$ cat config.mk
export PLATFORM = sky130hd
export DESIGN_NAME = gzip_header_skipper
export DESIGN_NICKNAME = d
export VERILOG_FILES = /design/src/hw/rtl/gzhs_pkg.sv /design/src/hw/rtl/gzhs_parser.sv /design/src/hw/rtl/gzip_header_skipper.sv
export VERILOG_INCLUDE_DIRS = /design/src /design/src/hw/rtl
export SDC_FILE = /design/constraint.sdc
export NUM_CORES = 1
export LEC_CHECK = 0
export ABC_AREA = 0
export BUFFER_PORTS_ARGS = -buffer_cell sky130_fd_sc_hd__buf_2
export CELL_PAD_IN_SITES_DETAIL_PLACEMENT = 2
export CELL_PAD_IN_SITES_GLOBAL_PLACEMENT = 2
export CORE_ASPECT_RATIO = 1.25
export CORE_MARGIN = 1
export CORE_UTILIZATION = 39
export DETAILED_ROUTE_END_ITERATION = 16
export GPL_TIMING_DRIVEN = 0
export PLACE_DENSITY = 0.93
export SLEW_MARGIN = 10
export SYNTH_ARGS = -nofsm -noshare
export SYNTH_HDL_FRONTEND = slang
export SYNTH_SLANG_ARGS = --single-unit
$ cat constraint.sdc
create_clock -name clock -period 10.69 [get_ports clock]
set_input_delay 0.5345 -clock clock [delete_from_list [all_inputs] [get_ports clock]]
set_output_delay 0.5345 -clock clock [all_outputs]
set_load 0.02 [all_outputs]
$ cat src/hw/rtl/gzip_header_skipper_defines.svh
// Assertion macros shared by the gzip header skipper RTL.
`ifndef GZIP_HEADER_SKIPPER_DEFINES_SVH
`define GZIP_HEADER_SKIPPER_DEFINES_SVH

// Same-cycle implication, disabled while reset is high.
`define GZHS_ASSERT_NOW(label, clk, rst, ante, cons, msg) \
   label: assert property (@(posedge clk) disable iff (rst) (ante) |-> (cons)) \
      else $error(msg);

// Next-cycle implication, disabled while reset is high.
`define GZHS_ASSERT_NEXT(label, clk, rst, ante, cons, msg) \
   label: assert property (@(posedge clk) disable iff (rst) (ante) |=> (cons)) \
      else $error(msg);

`endif

$ cat src/hw/rtl/gzhs_pkg.sv
// Types and constants shared by the gzip header skipper modules.
package gzhs_pkg;

   typedef struct packed {
      logic [7:0] data_byte;
      logic       start_of_stream;
   } req_type;

   typedef struct packed {
      logic [7:0] byte_out;
      logic [1:0] kind;
      logic [7:0] header_flags;
   } rsp_type;

   localparam logic [1:0] KIND_HEADER     = 2'd0;
   localparam logic [1:0] KIND_PAYLOAD    = 2'd1;
   localparam logic [1:0] KIND_BAD_MAGIC  = 2'd2;
   localparam logic [1:0] KIND_BAD_METHOD = 2'd3;

   localparam logic [7:0] MAGIC_ONE      = 8'h1F;
   localparam logic [7:0] MAGIC_TWO      = 8'h8B;
   localparam logic [7:0] METHOD_DEFLATE = 8'h08;

   localparam int FLAG_HCRC_BIT    = 1;
   localparam int FLAG_EXTRA_BIT   = 2;
   localparam int FLAG_NAME_BIT    = 3;
   localparam int FLAG_COMMENT_BIT = 4;

   localparam logic [15:0] FIXED_HEADER_LEN = 16'd10;
   localparam logic [15:0] FLAGS_POSITION   = 16'd4;

endpackage

$ cat src/hw/rtl/gzhs_parser.sv
// Header parse state and per-byte tagging for the gzip header skipper.
`include "gzip_header_skipper_defines.svh"

module gzhs_parser (
   input  logic             clock,
   input  logic             reset,
   input  logic             step,
   input  gzhs_pkg::req_type req,
   output gzhs_pkg::rsp_type rsp
);
   import gzhs_pkg::*;

   typedef enum logic [3:0] {
      PH_MAGIC1  = 4'd0,
      PH_MAGIC2  = 4'd1,
      PH_METHOD  = 4'd2,
      PH_FLAGS   = 4'd3,
      PH_FIXED   = 4'd4,
      PH_XLEN_LO = 4'd5,
      PH_XLEN_HI = 4'd6,
      PH_EXTRA   = 4'd7,
      PH_NAME    = 4'd8,
      PH_COMMENT = 4'd9,
      PH_CRC_LO  = 4'd10,
      PH_CRC_HI  = 4'd11,
      PH_PAYLOAD = 4'd12,
      PH_ERROR   = 4'd13
   } phase_type;

   phase_type   phase_ff, phase_in, phase_cur;
   logic [7:0]  flags_ff, flags_in, flags_cur;
   logic [15:0] count_ff, count_in, count_cur;
   logic [7:0]  len_low_ff, len_low_in, len_low_cur;
   logic [1:0]  err_ff, err_in, err_cur;
   logic [1:0]  kind;
   logic [15:0] count_inc;
   logic [15:0] count_dec;
   logic [15:0] xlen;

   // first optional part at or after the given one, else payload
   function automatic phase_type next_part(phase_type from, logic [7:0] flags);
      phase_type nxt;
      nxt = PH_PAYLOAD;
      if (from <= PH_CRC_LO && flags[FLAG_HCRC_BIT])
         nxt = PH_CRC_LO;
      if (from <= PH_COMMENT && flags[FLAG_COMMENT_BIT])
         nxt = PH_COMMENT;
      if (from <= PH_NAME && flags[FLAG_NAME_BIT])
         nxt = PH_NAME;
      if (from <= PH_XLEN_LO && flags[FLAG_EXTRA_BIT])
         nxt = PH_XLEN_LO;
      return nxt;
   endfunction

   assign count_inc = count_cur + 16'd1;
   assign count_dec = count_cur - 16'd1;
   assign xlen      = {req.data_byte, len_low_cur};

   always_comb begin
      // start mark restarts from the reset state
      phase_cur   = req.start_of_stream ? PH_MAGIC1 : phase_ff;
      flags_cur   = req.start_of_stream ? 8'd0 : flags_ff;
      count_cur   = req.start_of_stream ? 16'd0 : count_ff;
      len_low_cur = req.start_of_stream ? 8'd0 : len_low_ff;
      err_cur     = req.start_of_stream ? KIND_HEADER : err_ff;

      phase_in   = phase_cur;
      flags_in   = flags_cur;
      count_in   = count_cur;
      len_low_in = len_low_cur;
      err_in     = err_cur;
      kind       = KIND_HEADER;

      case (phase_cur)
         PH_MAGIC1: begin
            if (req.data_byte != MAGIC_ONE) begin
               err_in   = KIND_BAD_MAGIC;
               phase_in = PH_ERROR;
            end else begin
               phase_in = PH_MAGIC2;
            end
         end
         PH_MAGIC2: begin
            if (req.data_byte != MAGIC_TWO) begin
               err_in   = KIND_BAD_MAGIC;
               phase_in = PH_ERROR;
            end else begin
               phase_in = PH_METHOD;
            end
         end
         PH_METHOD: begin
            if (req.data_byte != METHOD_DEFLATE) begin
               err_in   = KIND_BAD_METHOD;
               phase_in = PH_ERROR;
            end else begin
               phase_in = PH_FLAGS;
            end
         end
         PH_FLAGS: begin
            flags_in = req.data_byte;
            count_in = FLAGS_POSITION;
            phase_in = PH_FIXED;
         end
         PH_FIXED: begin
            count_in = count_inc;
            if (count_inc >= FIXED_HEADER_LEN) begin
               count_in = 16'd0;
               phase_in = next_part(PH_XLEN_LO, flags_cur);
            end
         end
         PH_XLEN_LO: begin
            len_low_in = req.data_byte;
            phase_in   = PH_XLEN_HI;
         end
         PH_XLEN_HI: begin
            count_in = xlen;
            phase_in = (xlen == 16'd0) ? next_part(PH_NAME, flags_cur) : PH_EXTRA;
         end
         PH_EXTRA: begin
            count_in = count_dec;
            if (count_dec == 16'd0)
               phase_in = next_part(PH_NAME, flags_cur);
         end
         PH_NAME: begin
            if (req.data_byte == 8'd0)
               phase_in = next_part(PH_COMMENT, flags_cur);
         end
         PH_COMMENT: begin
            if (req.data_byte == 8'd0)
               phase_in = next_part(PH_CRC_LO, flags_cur);
         end
         PH_CRC_LO: phase_in = PH_CRC_HI;
         PH_CRC_HI: phase_in = PH_PAYLOAD;
         PH_PAYLOAD: kind = KIND_PAYLOAD;
         default: phase_in = PH_ERROR;
      endcase

      if (phase_in == PH_ERROR)
         kind = err_in;

      rsp.byte_out     = req.data_byte;
      rsp.kind         = kind;
      rsp.header_flags = flags_in;
   end

   always_ff @(posedge clock) begin
      if (reset) begin
         phase_ff   <= PH_MAGIC1;
         flags_ff   <= 8'd0;
         count_ff   <= 16'd0;
         len_low_ff <= 8'd0;
         err_ff     <= KIND_HEADER;
      end else if (step) begin
         phase_ff   <= phase_in;
         flags_ff   <= flags_in;
         count_ff   <= count_in;
         len_low_ff <= len_low_in;
         err_ff     <= err_in;
      end
   end

   `GZHS_ASSERT_NOW(a_error_has_kind, clock, reset, phase_ff == PH_ERROR, err_ff != KIND_HEADER, "error phase without an error kind")
   `GZHS_ASSERT_NEXT(a_error_sticky, clock, reset, step && !req.start_of_stream && phase_ff == PH_ERROR, phase_ff == PH_ERROR, "error left without a start mark")
   `GZHS_ASSERT_NEXT(a_payload_sticky, clock, reset, step && !req.start_of_stream && phase_ff == PH_PAYLOAD, phase_ff == PH_PAYLOAD, "payload left without a start mark")

endmodule

$ cat src/hw/rtl/gzip_header_skipper.sv
// Top level of the gzip header skipper: request register, parser and result register.
`include "gzip_header_skipper_defines.svh"

// gzip header skipper. Feed the bytes of a gzip stream as requests, one byte
// each, with start_of_stream set on the first byte of a new stream. Every
// request yields exactly one result carrying the same byte, a tag (header,
// payload, bad magic, unsupported method) and the latched flag byte. The
// block sustains one request per clock while results are not stalled: a request
// is taken into the input register, and the header parser updates its state
// and forms the result in the single cycle in which the request moves on into
// the result register, so rsp_valid rises once the request has passed from the
// input register into the result register. The input
// register keeps accepting while a finished result waits under rsp_stall, and
// only holds off (req_stall high) when both registers are full and the result
// is stalled. Errors are sticky until the next start mark; bytes after a
// complete header are tagged payload.
module gzip_header_skipper (
   input  logic              clock,
   input  logic              reset,
   input  logic              req_valid,
   output logic              req_stall,
   input  gzhs_pkg::req_type req_payload,
   output logic              rsp_valid,
   input  logic              rsp_stall,
   output gzhs_pkg::rsp_type rsp_payload
);
   import gzhs_pkg::*;

   logic    in_valid_ff;
   req_type in_req_ff;
   logic    rsp_valid_ff;
   rsp_type rsp_ff;
   rsp_type parsed;
   logic    advance;
   logic    req_take;

   // move the held request on unless the result register is full and stalled
   assign advance   = in_valid_ff && !(rsp_valid_ff && rsp_stall);
   // hold off new requests only while the input register cannot drain
   assign req_stall = in_valid_ff && !advance;
   assign req_take  = req_valid && !req_stall;

   // the parser's state advances exactly once per request, on its way out
   gzhs_parser u_parser (
      .clock (clock),
      .reset (reset),
      .step  (advance),
      .req   (in_req_ff),
      .rsp   (parsed)
   );

   // input register
   always_ff @(posedge clock) begin
      if (reset) begin
         in_valid_ff <= 1'b0;
      end else if (req_take) begin
         in_valid_ff <= 1'b1;
      end else if (advance) begin
         in_valid_ff <= 1'b0;
      end
   end

   always_ff @(posedge clock) begin
      if (req_take)
         in_req_ff <= req_payload;
   end

   // result register
   always_ff @(posedge clock) begin
      if (reset) begin
         rsp_valid_ff <= 1'b0;
      end else if (advance) begin
         rsp_valid_ff <= 1'b1;
      end else if (!rsp_stall) begin
         rsp_valid_ff <= 1'b0;
      end
   end

   always_ff @(posedge clock) begin
      if (advance)
         rsp_ff <= parsed;
   end

   assign rsp_valid   = rsp_valid_ff;
   assign rsp_payload = rsp_ff;

   `GZHS_ASSERT_NEXT(a_advance_fills_rsp, clock, reset, advance, rsp_valid_ff,
      "advanced request did not reach the result register")
   `GZHS_ASSERT_NEXT(a_blocked_request_held, clock, reset, in_valid_ff && !advance,
      in_valid_ff && $stable(in_req_ff), "blocked request was lost or changed")
   `GZHS_ASSERT_NOW(a_no_overwrite, clock, reset, req_take && in_valid_ff, advance,
      "request overwrote one still held")

endmodule
==> impl_results.md, run 1 <==
* Worst-path clk slew at 0.07 ns
* Final setup violating endpoints at 0
* CTS tree: done
* Power per cell area at 152 nW/um^2
* Synth async-reset ratio at 0%
* Initial Util at ~40%
* Share of cells above drive strength 1 at 12.6%
* Gpl congestion at 0.953
* Primary FF master, synth: dfxtp_1
* CP Launch Type: flip-flop
* Ant. Diodes at 0
* Area grow syn2layout at 15.7%
* Core area at 10100 sq um
* Iter 0 DRT Violations at 416
* Max Clk Rate at 0.180 GHz
* Mapped Cells at 500
* Synth top cells by count: 73 x nor2_1, 47 x nand2_1, 40 x dfxtp_1
* Largest net degree at the start of global routing at 18
* # DRC at 0
* Post-route ant nets at 0
* Max-cap violations at 0
* Layout Nets at 560
* Switching power at 0.222 mW
* Antenna violations before repair at 0
* Most frequent cell after synthesis: nor2_1
* Data required, critical path at approximately 11 ns
* Post-synthesis cell area at 4050 sq um
* Final Cycle Share at between 50% and 60%
* CP Cell Sequence: clkbuf_1, clkinv_1, clkbuf_1, nand2_1, ha_1, clkbuf_1, inv_1, o211a_1, or4_1, a211oi_2, a31oi_1, o21ai_0, o211ai_2, o41ai_2
* Worst setup margin at ~5.1 ns
* GRT Overall Usage at 39.0%
* WL final at 20300 um
* Routed len/inst at 30.0 um
* H-tree Lvls at 3
* Slowest cell delay on critical path at 0.61 ns
* Sink Count at 67
* Leak at about 1.8 nW
* CTS max path bufs at 2
* Vias after detailed routing at 4583
* Unique masters post-synth at between 60 and 70
* # IOs at 33
* Internal at 0.490 mW
* CP dominant cell by count: clkbuf_1
* Sequential area share after synthesis at between 30% and 40%
* Combinational fraction of design power at 15.2%
* RSZ-0062 raised after global routing: false
* End point of the critical path: rsp_payload[8]
* Clock power share at 44.2%
* CP startpoint: in_req_ff[0]
* Final instance area at roughly 4700 sq um
* Critical-path maximum fanout at 10
* CP arrival at ~5.7 ns
* Post-Place Worst Slack at 5.66 ns
* Drt first pass iters at 5
* Cell Rows at approximately 40
* Status: finished, final reports clean
* Worst reg2reg startpoint: in_req_ff[0]
* Worst slew pin tran at 1.07 ns
* Post-Syn Nets at 517
* Placed instance area at 4370 sq um
* Die area at between 10000 and 15000 sq um
* EDFF count, synth at 27
* Grt ovf at 0
* Vias in the first global route at 5173
* Detail Placement HPWL at 12900 um
* Max VDD drop at 0.123 mV
* Register bit total from synthesis at 67
* Clk_skew at a little over 0.008 ns
* TNS Setup at 0 ns
* Reg2reg end: rsp_payload[8]
* Fin crit period at 5.57 ns
* Cts bufs inserted at 9
* Crit path capture type: flip-flop
* CP Class: flip-flop to flip-flop
* Die W at between 90 and 100 um
* Post-cts resize count at 0
* Cts hold-fix bufs at 0
* Hold Vio Cnt, Final at 0
* Post-synth top area share at 20.0%
* Crit path max-delay cell type: clkinv_1
* R2R cell count at 14
* Die height at roughly 120 um
* Clock latency on the worst-skew pair at 0.36 ns
* PortBufs at 31
* Sequential power share at 40.6%
* Setup repair bufs after CTS at 0
* Synth warn at 0
* Synth area leaders: edfxtp_1 20%, dfxtp_1 20%, nor2_1 6.8%
* First-pass GRT wire length at 30500 um
* Worst R2R Setup Slack at 5.12 ns
* Slew HR at around 29%
* CTS Root Cell: clkbuf_16
* Synth area leader: edfxtp_1
* Vias per std cell at 6.77
* Switching share of power at 31.2%
* Avg Inst Size Synth at 8.09 sq um
* Max Slew Vio Count at 0
* Min-Delay Path Class: input port to flip-flop
* Hold path start: req_payload[5]
[state kept, by name, indices dropped and copies added (netlist names)]
signal               cells
u_parser.count_ff       16
u_parser.flags_ff        8
u_parser.phase_ff        4
in_req_ff                9
rsp_payload             18
u_parser.err_ff          2
in_valid_ff              1
u_parser.len_low_ff      8
rsp_valid                1
[power groups by stage]
stage          clock (mW)  sequential, mW  combinational (mW)
2_1_floorplan           0           0.294              0.0592
3_3_place_gp            0           0.292              0.0900
3_5_place_dp            0           0.293              0.0975
4_1_cts             0.313           0.288               0.104
5_1_grt             0.322           0.289               0.113
6_report            0.315           0.289               0.108
[metal layers]
metal	share of wire (%)	vias to the layer above	routed length [um]	GRT usage, %
li1	-	1919	-	-
met1	37	2322	7460	41.7
met2	51	237	10400	67.2
met3	5.4	105	1090	8.07
met4	7.0	0	1430	30.2
met5	0	-	0	0
[cell families (layout without fill, tap and decap cells)]
group | count (synthesis) | after routing | share of synthesized area [%]
simple gates | 235 | 235 | 29.0
compound gates | 130 | 130 | 21.5
flops | 67 | 67 | 39.8
buf+inv | 47 | 95 | 4.67
xor+xnor | 14 | 14 | 3.03
fa+ha+maj | 4 | 4 | 1.24
mux | 3 | 3 | 0.773
[placed cells by master (no fill, tap or decap), types with 4 or more instances in the layout]
cell	Yosys	final
clkbuf_1	29	29
edfxtp_1	27	27
or3_1	4	4
nor3_1	29	29
nand2b_1	5	5
nor2b_1	8	8
a211o_1	4	4
nor4_1	5	4
nand3_1	22	22
xnor2_1	5	5
ha_1	4	4
or4_1	6	6
o21ai_0	26	26
a21o_1	4	4
a221oi_1	4	4
buf_2	4	35
nor2_1	73	73
xor2_1	9	9
clkbuf_16	0	9
and3_1	7	7
a31oi_1	7	7
or2_2	4	4
nand4_1	9	9
a22oi_1	14	14
nand2_1	47	47
a21oi_1	36	36
a211oi_1	4	4
dfxtp_1	40	40
inv_1	8	8
[worst min path at each step]
stage | to | slack, ns | cells after the start
final | in_req_ff[5] | 0.35 | 1
after global routing | in_req_ff[5] | 0.34 | 1
after CTS | in_req_ff[5] | 0.35 | 1
after detailed placement | u_parser.flags_ff[6] | 0.50 | 2
after global placement | rsp_payload[13] | 0.44 | 0
after floorplan | rsp_payload[13] | 0.42 | 0
[critical path, delay by kind of cell, from the launching register on]
| family | cells | cell delay (ns) |
|---|---|---|
| buffers and inverters | 5 | 2.17 |
| AO/OA/AOI/OAI | 6 | 1.84 |
| AND/OR/NAND/NOR | 2 | 0.77 |
| adder cells (fa/ha/maj) | 1 | 0.20 |
| flip-flops | 1 | 0.32 |
[stage by stage]
step | utilization (%) | cells | total power, mW | hold WS [ns]
2_1_floorplan | - | 500 | 0.353 | 0.424
3_3_place_gp | 43.2 | 660 | 0.382 | 0.435
3_5_place_dp | 43.3 | 661 | 0.390 | 0.500
4_1_cts | 46.3 | 677 | 0.705 | 0.349
5_1_grt | 46.3 | 677 | 0.724 | 0.343
6_report | 46.3 | 677 | 0.712 | 0.351
[area by class of cell]
cell class | count | area (sq um)
plain buffers | 37 | 151
clock buffers | 9 | 225
repair buffers | 32 | 166
multi-input cells | 386 | 2250
clock inverters | 7 | 75.1
inverters | 10 | 37.5
fillers | 1088 | 5430
well taps | 129 | 161
flip-flops and latches | 67 | 1610
Power figures use the tool's default switching activity.
==> run 2: changes to the inputs <==
--- a/config.mk
+++ b/config.mk
@@ -6,16 +6,16 @@
 export SDC_FILE = /design/constraint.sdc
 export NUM_CORES = 1
 export LEC_CHECK = 0
-export ABC_AREA = 0
+export ABC_AREA = 1
 export BUFFER_PORTS_ARGS = -buffer_cell sky130_fd_sc_hd__buf_2
 export CELL_PAD_IN_SITES_DETAIL_PLACEMENT = 2
 export CELL_PAD_IN_SITES_GLOBAL_PLACEMENT = 2
 export CORE_ASPECT_RATIO = 1.25
 export CORE_MARGIN = 1
-export CORE_UTILIZATION = 39
+export CORE_UTILIZATION = 30
 export DETAILED_ROUTE_END_ITERATION = 16
 export GPL_TIMING_DRIVEN = 0
-export PLACE_DENSITY = 0.93
+export PLACE_DENSITY = 0.84
 export SLEW_MARGIN = 10
 export SYNTH_ARGS = -nofsm -noshare
 export SYNTH_HDL_FRONTEND = slang
==> constraint.sdc (replaced) <==
create_clock -name clock -period 4.9 [get_ports clock]
set_input_delay 0.245 -clock clock [delete_from_list [all_inputs] [get_ports clock]]
set_output_delay 0.245 -clock clock [all_outputs]
set_load 0.02 [all_outputs]
==> run 2 against run 1 <==
  * Register-to-register slack worse by 3.6 ns
  * Clock skew barely moved
  * Clock power rose by 100%
  * Wire length down 3.3%
  * Via count is 15% higher
  * Combinational power grew 83%
  * Synthesized cell count rose by 45%
  * Cell count is 45% higher
  * Largest power group unchanged
  * Die area is 50% higher
==> impl_results.md, run 2 <==
* Antenna violations before repair at 0 (unchanged)
* Worst slew pin tran at 0.916 ns (was 1.07 ns)
* Clock latency on the worst-skew pair at 0.35 ns (was 0.36 ns)
* Max Clk Rate at 0.294 GHz (was 0.180 GHz)
* Final instance area at 5410 sq um (was 4680 sq um)
* Status: finished, final reports clean (unchanged)
* WL final at 19700 um (was 20300 um)
* Max-cap violations at 0 (unchanged)
* # DRC at 0 (unchanged)
* Area grow syn2layout at 15.0% (was 15.7%)
* Vias in the first global route at 5719 (was 5173)
* RSZ-0062 raised after global routing: false (unchanged)
* Synth top cells by count: 202 x nand2_1, 98 x nor2_1, 87 x inv_1 (was 73 x nor2_1, 47 x nand2_1, 40 x dfxtp_1)
* Post-Place Worst Slack at 1.51 ns (was 5.66 ns)
* Core area at 15100 sq um (was 10100 sq um)
* Initial Util at 31.1% (was 40.0%)
* Post-cts resize count at 0 (unchanged)
* Filler Cells Inserted at 1902 (was 1088)
* CP arrival at 3.50 ns (was 5.70 ns)
* Avg Inst Size Synth at 6.49 sq um (was 8.09 sq um)
* Layout Nets at 785 (was 560)
* Cts bufs inserted at 9 (unchanged)
* Sink Count at 67 (unchanged)
* Register bit total from synthesis at 67 (unchanged)
* CP Class: flip-flop to flip-flop (unchanged)
* Worst R2R Setup Slack at 1.50 ns (was 5.12 ns)
* Die area at 16200 sq um (was 10800 sq um)
* CP Launch Type: flip-flop (unchanged)
* Worst reg2reg startpoint: in_req_ff[0] (unchanged)
* Mapped Cells at 725 (was 500)
* CTS tree: done (unchanged)
* Most frequent cell after synthesis: nand2_1 (was nor2_1)
* Fin crit period at 3.40 ns (was 5.57 ns)
* Data required, critical path at 5.00 ns (was 10.82 ns)
* Storage cell area at 1610 sq um (unchanged)
* Max Slew Vio Count at 0 (unchanged)
* CP startpoint: in_req_ff[0] (unchanged)
* Reg2reg end: rsp_payload[8] (unchanged)
* Max VDD drop at 0.183 mV (was 0.123 mV)
* H-tree Lvls at 3 (unchanged)
* Vias after detailed routing at 5279 (was 4583)
* Combinational fraction of design power at 13.6% (was 15.2%)
* Internal at 1.03 mW (was 0.490 mW)
* Worst setup margin at 1.50 ns (was 5.12 ns)
* Routed len/inst at 20.1 um (was 30.0 um)
* Largest net degree at the start of global routing at 28 (was 18)
* Sequential power share at 43.0% (was 40.6%)
* Slew HR at 38.4% (was 28.7%)
* Vias per std cell at 5.38 (was 6.77)
* Power per cell area at 270 nW/um^2 (was 152 nW/um^2)
* Die height at 142 um (was 116 um)
* Setup repair bufs after CTS at 0 (unchanged)
* CTS Root Cell: clkbuf_16 (unchanged)
* CTS max path bufs at 2 (unchanged)
* Min-Delay Path Class: input port to flip-flop (unchanged)
* Switching power at 0.435 mW (was 0.222 mW)
* Post-route ant nets at 0 (unchanged)
* First-pass GRT wire length at 30700 um (was 30500 um)
* Unique masters post-synth at 42 (was 64)
* Primary FF master, synth: dfxtp_1 (unchanged)
* Clk_skew at 0.00780 ns (was 0.00806 ns)
* Multi-input gate area at 2580 sq um (was 2250 sq um)
* Max reg flops at 18 (unchanged)
* Final setup violating endpoints at 0 (unchanged)
* # IOs at 33 (unchanged)
* Synth area leaders: edfxtp_1 17%, dfxtp_1 17%, nand2_1 16% (was edfxtp_1 20%, dfxtp_1 20%, nor2_1 6.8%)
* Most common cell after layout, fill and taps aside: nand2_1 (was nor2_1)
* Crit path capture type: flip-flop (unchanged)
* EDFF count, synth at 27 (unchanged)
* Post-synthesis cell area at 4700 sq um (was 4050 sq um)
* Synth warn at 0 (unchanged)
* PortBufs at 32 (was 31)
* Synth area leader: edfxtp_1 (unchanged)
* Most frequent cells in the layout: 202 x nand2_1, 98 x nor2_1, 87 x inv_1 (was 73 x nor2_1, 47 x nand2_1, 40 x dfxtp_1)
* Gpl congestion at 0.873 (was 0.953)
* R2R cell count at 21 (was 14)
* Placed instance area at 5130 sq um (was 4370 sq um)
* Share of cells above drive strength 1 at 12.3% (was 12.6%)
* Grt ovf at 0 (unchanged)
* Detail Placement HPWL at 15500 um (was 12900 um)
* Hold Vio Cnt, Final at 0 (unchanged)
* Synth async-reset ratio at 0% (unchanged)
* Cell Rows at 50 (was 41)
* Drt first pass iters at 6 (was 5)
* TNS Setup at 0 ns (unchanged)
* Final Cycle Share at 69.5% (was 52.1%)
* Worst-path clk slew at 0.06 ns (was 0.07 ns)
* Sequential area share after synthesis at 34.3% (was 39.8%)
* Switching share of power at 29.8% (was 31.2%)
* GRT Overall Usage at 25.2% (was 39.0%)
* Critical-path maximum fanout at 10 (unchanged)
* Cts hold-fix bufs at 0 (unchanged)
* Post-synth top area share at 17.2% (was 20.0%)
* End point of the critical path: rsp_payload[8] (unchanged)
* Leak at 2.54 nW (was 1.81 nW)
* Iter 0 DRT Violations at 203 (was 416)
* Post-Syn Nets at 742 (was 517)
* Die W at 114 um (was 93.1 um)
* Clock power share at 43.5% (was 44.2%)
* Ant. Diodes at 0 (unchanged)
-- run 2: critical path, stage by stage (launching register included) --
cell      delay [ns]
edfxtp_1        0.34
buf_6           0.18
inv_4           0.05
buf_8           0.14
buf_12          0.15
buf_6           0.15
buf_6           0.16
nand2_1         0.09
ha_1            0.23
nand2_1         0.13
nor2_1          0.35
nand3_1         0.16
nand2_1         0.09
nand2_1         0.05
nor2_1          0.12
nand2_1         0.07
nor2_1          0.09
nand4_1         0.10
nand2_1         0.14
nand2_1         0.14
nand4_1         0.12
nand2_1         0.06
-- run 2: cells by family after synthesis --
kind of cell / count (synthesis) / share of synthesized area (%)
xor gates and xnor gates: 2 / 0.372
adders and majority gates: 4 / 1.06
AOI/OAI and AO/OA: 130 / 15.8
DFF: 67 / 34.3
buffers and inverters: 118 / 10.9
and+or+nand+nor: 404 / 37.6
-- run 2: worst min-delay path by stage --
stage / from / to / cells after the start
final: req_payload[1] / in_req_ff[1] / 1
after global routing: req_payload[6] / in_req_ff[6] / 1
after CTS: req_payload[1] / in_req_ff[1] / 1
after detailed placement: req_payload[1] / in_req_ff[1] / 1
after global placement: req_payload[0] / in_req_ff[0] / 1
after floorplan: req_payload[0] / in_req_ff[0] / 0
-- run 2: per-stage QoR --
stage | hold slack (ns) | util [%] | power, mW | cells
final | 0.0721 | 35.7 | 1.46 | 981
after global placement | 0.422 | 33.9 | 0.825 | 965
after detailed placement | 0.424 | 33.9 | 0.835 | 965
after CTS | 0.0703 | 35.7 | 1.47 | 981
after floorplan | 0.344 | - | 0.759 | 725
after global routing | 0.0775 | 35.7 | 1.50 | 981
-- run 2: power by group through the flow --
stage	clock, mW	combinational (mW)	sequential [mW]
3_3_place_gp	0	0.187	0.637
6_report	0.635	0.198	0.627
5_1_grt	0.657	0.216	0.630
2_1_floorplan	0	0.116	0.643
4_1_cts	0.640	0.199	0.627
3_5_place_dp	0	0.197	0.639
-- run 2: area by class of cell --
type                            instances  share of cell area, %
Clock buffer                           10                   4.42
Clock inverter                          6                  0.855
Buffer                                 22                   2.75
Tap cell                              208                   4.81
Multi-Input combinational cell        540                   47.7
Sequential cell                        67                   29.8
Inverter                               96                   6.71
Timing Repair Buffer                   32                   2.96
-- run 2: per-layer routing --
metal / routed length (um) / track usage, % / share of wire, %
met2: 10600 / 48.5 / 54
met3: 506 / 1.83 / 2.6
met4: 848 / 13.2 / 4.3
met1: 7750 / 27.0 / 39
met5: 0 / 0 / 0
==> run 3: changes to the inputs <==
--- a/config.mk
+++ b/config.mk
@@ -12,10 +12,10 @@
 export CELL_PAD_IN_SITES_GLOBAL_PLACEMENT = 2
 export CORE_ASPECT_RATIO = 1.25
 export CORE_MARGIN = 1
-export CORE_UTILIZATION = 30
+export CORE_UTILIZATION = 34
 export DETAILED_ROUTE_END_ITERATION = 16
 export GPL_TIMING_DRIVEN = 0
-export PLACE_DENSITY = 0.84
+export PLACE_DENSITY = 0.89
 export SLEW_MARGIN = 10
 export SYNTH_ARGS = -nofsm -noshare
 export SYNTH_HDL_FRONTEND = slang
==> constraint.sdc (replaced) <==
create_clock -name clock -period 3.4 [get_ports clock]
set_input_delay 0.17 -clock clock [delete_from_list [all_inputs] [get_ports clock]]
set_output_delay 0.17 -clock clock [all_outputs]
set_load 0.02 [all_outputs]
==> run 3 against run 2 <==
  * Clock skew up 0.0029 ns
  * Critical path depth decreased by 1
  * Critical path type unchanged
  * Die area down 12%
  * Register-to-register slack worse by 1.3 ns
  * Core utilization grew 5.3 points
  * Clock power rose by 48%
  * Cell count fell by 2.8%
  * Via count grew 2.4%
  * Combinational power is 55% higher
  * Sequential share of layout area down 0.35 points
  * Count of clock-buffer cells in the layout shrank 1
  * Largest cell class unchanged
==> impl_results.md, run 3 (same netlist as run 2, synthesis figures left out) <==
* Vias per std cell at 5.67 (was 5.38)
* Tot Pwr at 2.15 mW (was 1.46 mW)
* Max Slew Vio Count at 0 (unchanged)
* Clock latency on the worst-skew pair at 0.35 ns (about the same)
* Vias after detailed routing at 5405 (was 5279)
* Met2 global-route usage at 61.3% (was 48.5%)
* End point of the critical path: rsp_payload[9] (was rsp_payload[8])
* Clk_skew at 0.0107 ns (was 0.00780 ns)
* Max VDD drop at 0.328 mV (was 0.183 mV)
* Ant. Diodes at 0 (unchanged)
* Internal at 1.47 mW (was 1.03 mW)
* CTS max path bufs at 2 (unchanged)
* Hold Vio Cnt, Final at 0 (unchanged)
* Final Cycle Share at 95.2% (was 69.5%)
* Die area at 14300 sq um (was 16200 sq um)
* Initial Util at 35.2% (was 31.1%)
* CTS Root Cell: clkbuf_16 (unchanged)
* Filler Cells Inserted at 1617 (was 1902)
* Most common cell after layout, fill and taps aside: nand2_1 (unchanged)
* First-pass GRT wire length at 34000 um (was 30700 um)
* Post-Place Worst Slack at -0.0169 ns (was 1.51 ns)
* Leak at 2.59 nW (was 2.54 nW)
* Detail Placement HPWL at 15900 um (was 15500 um)
* TNS Setup at 0 ns (unchanged)
* Core area at 13300 sq um (was 15100 sq um)
* GRT Overall Usage at 31.9% (was 25.2%)
* Status: finished, final reports clean (unchanged)
* R2R cell count at 20 (was 21)
* Max reg flops at 18 (unchanged)
* Antenna violations before repair at 0 (unchanged)
* Min-Delay Path Class: input port to flip-flop (unchanged)
* CTS tree: done (unchanged)
* Busiest grt layer: met2 (unchanged)
* Max-cap violations at 0 (unchanged)
* H-tree Lvls at 3 (unchanged)
* Power per cell area at 393 nW/um^2 (was 270 nW/um^2)
* Worst reg2reg startpoint: in_req_ff[0] (unchanged)
* Cts bufs inserted at 9 (unchanged)
* Post-route ant nets at 0 (unchanged)
* Final Non-Filler Cells at 954 (was 981)
* Die W at 107 um (was 114 um)
* Final setup violating endpoints at 0 (unchanged)
* Sink Count at 67 (unchanged)
* Worst R2R Setup Slack at 0.16 ns (was 1.50 ns)
* Largest net degree at the start of global routing at 28 (unchanged)
* PortBufs at 32 (unchanged)
* Die height at 134 um (was 142 um)
* Dpl cells at 928 (was 965)
* Worst-path clk slew at 0.07 ns (was 0.06 ns)
* CP Launch Type: flip-flop (unchanged)
* Slew HR at 44.8% (was 38.4%)
* Routed len/inst at 22.8 um (was 20.1 um)
* Switching share of power at 31.7% (was 29.8%)
* Crit path capture type: flip-flop (unchanged)
* Vias in the first global route at 6146 (was 5719)
* Iter 0 DRT Violations at 193 (was 203)
* Cell Rows at 47 (was 50)
* # DRC at 0 (unchanged)
* Max Clk Rate at 0.309 GHz (was 0.294 GHz)
* Area grow syn2layout at 16.4% (was 15.0%)
* Fin util at 41.0% (was 35.7%)
* CP startpoint: in_req_ff[0] (unchanged)
* Drt first pass iters at 4 (was 6)
* Reg2reg end: rsp_payload[9] (was rsp_payload[8])
* Combinational fraction of design power at 14.2% (was 13.6%)
* RSZ-0062 raised after global routing: false (unchanged)
* Gpl congestion at 0.934 (was 0.873)
* WL final at 21700 um (was 19700 um)
* Layout Nets at 795 (was 785)
* Switching power at 0.682 mW (was 0.435 mW)
* Clock power share at 43.6% (was 43.5%)
* Share of cells above drive strength 1 at 13.3% (was 12.3%)
* CP Class: flip-flop to flip-flop (unchanged)
* Critical-path maximum fanout at 10 (unchanged)
* Fin crit period at 3.24 ns (was 3.40 ns)
* Worst slew pin tran at 0.822 ns (was 0.916 ns)
* Worst setup margin at 0.163 ns (was 1.50 ns)
* Grt met3 use at 3.38% (was 1.83%)
* Met1 Use GR at 34.2% (was 27.0%)
* Data required, critical path at 3.49 ns (was 5.00 ns)
* # IOs at 33 (unchanged)
* Most frequent cells in the layout: 201 x nand2_1, 96 x nor2_1, 86 x inv_1 (was 202 x nand2_1, 98 x nor2_1, 87 x inv_1)
* CP arrival at 3.33 ns (was 3.50 ns)
* Sequential power share at 42.2% (was 43.0%)
* Grt ovf at 0 (unchanged)
## run 3: area by class of cell
type                    count  area, sq um  area share, %
flip-flops and latches     67         1610           29.4
multi-input cells         540         2600           47.5
clock buffers               9          225           4.11
inverters                  96          363           6.63
repair buffers             42          255           4.66
well taps                 171          214           3.91
plain buffers              22          149           2.72
clock inverters             7         58.8           1.07
## run 3: power groups by stage
stage	Clock (mW)	Sequential (mW)	Combinational, mW
after CTS	0.931	0.907	0.298
after detailed placement	0	0.922	0.283
final	0.938	0.910	0.306
after global routing	0.976	0.911	0.328
after global placement	0	0.919	0.269
after floorplan	0	0.926	0.168
## run 3: metrics by stage
| stage | cell area, sq um | hold slack, ns |
|---|---|---|
| floorplan | 4700 | 0.269 |
| global placement | 5080 | 0.347 |
| detailed placement | 5080 | 0.349 |
| CTS | 5450 | 0.00197 |
| global route | 5480 | 0.0125 |
| finish | 5480 | 0.00777 |
## run 3: routing by layer
layer  part of all wire, %  wire [um]
met5                     0          0
met1                    39       8400
met3                   3.0        651
met4                   4.2        914
met2                    54      11800
## run 3: worst max-delay path: stages, from the launching register on
cell      delay (ns)
edfxtp_1        0.40
buf_6           0.19
inv_4           0.06
buf_8           0.14
buf_12          0.16
buf_6           0.17
buf_6           0.20
nand2_1         0.10
ha_2            0.22
nand2_2         0.13
nand4_1         0.11
nor2_1          0.19
nand2_1         0.07
nor2_1          0.10
nand2_1         0.06
nor2_1          0.12
nand4_1         0.11
nand2_1         0.12
nand2_1         0.13
nand3_1         0.12
nor2_1          0.04
## run 3: worst min path at each step
| stage | startpoint | slack, ns | cells past startpoint | endpoint |
|---|---|---|---|---|
| finish | req_payload[4] | 0.008 | 1 | in_req_ff[4] |
| global route | req_payload[4] | 0.01 | 1 | in_req_ff[4] |
| CTS | req_payload[4] | 0.002 | 1 | in_req_ff[4] |
| detailed placement | req_payload[2] | 0.35 | 1 | in_req_ff[2] |
| global placement | req_payload[0] | 0.35 | 1 | in_req_ff[0] |
| floorplan | req_payload[0] | 0.27 | 0 | in_req_ff[0] |
## run 3: timing repair
action / CTS / global route
setup buffers: 0 / 2
hold endpoints to repair: 8 / 0
gates resized for setup: 1 / 6
hold buffers: 8 / 0
pin swaps: 0 / 1
setup endpoints to repair: 2 / 5
cloned: 0 / 0
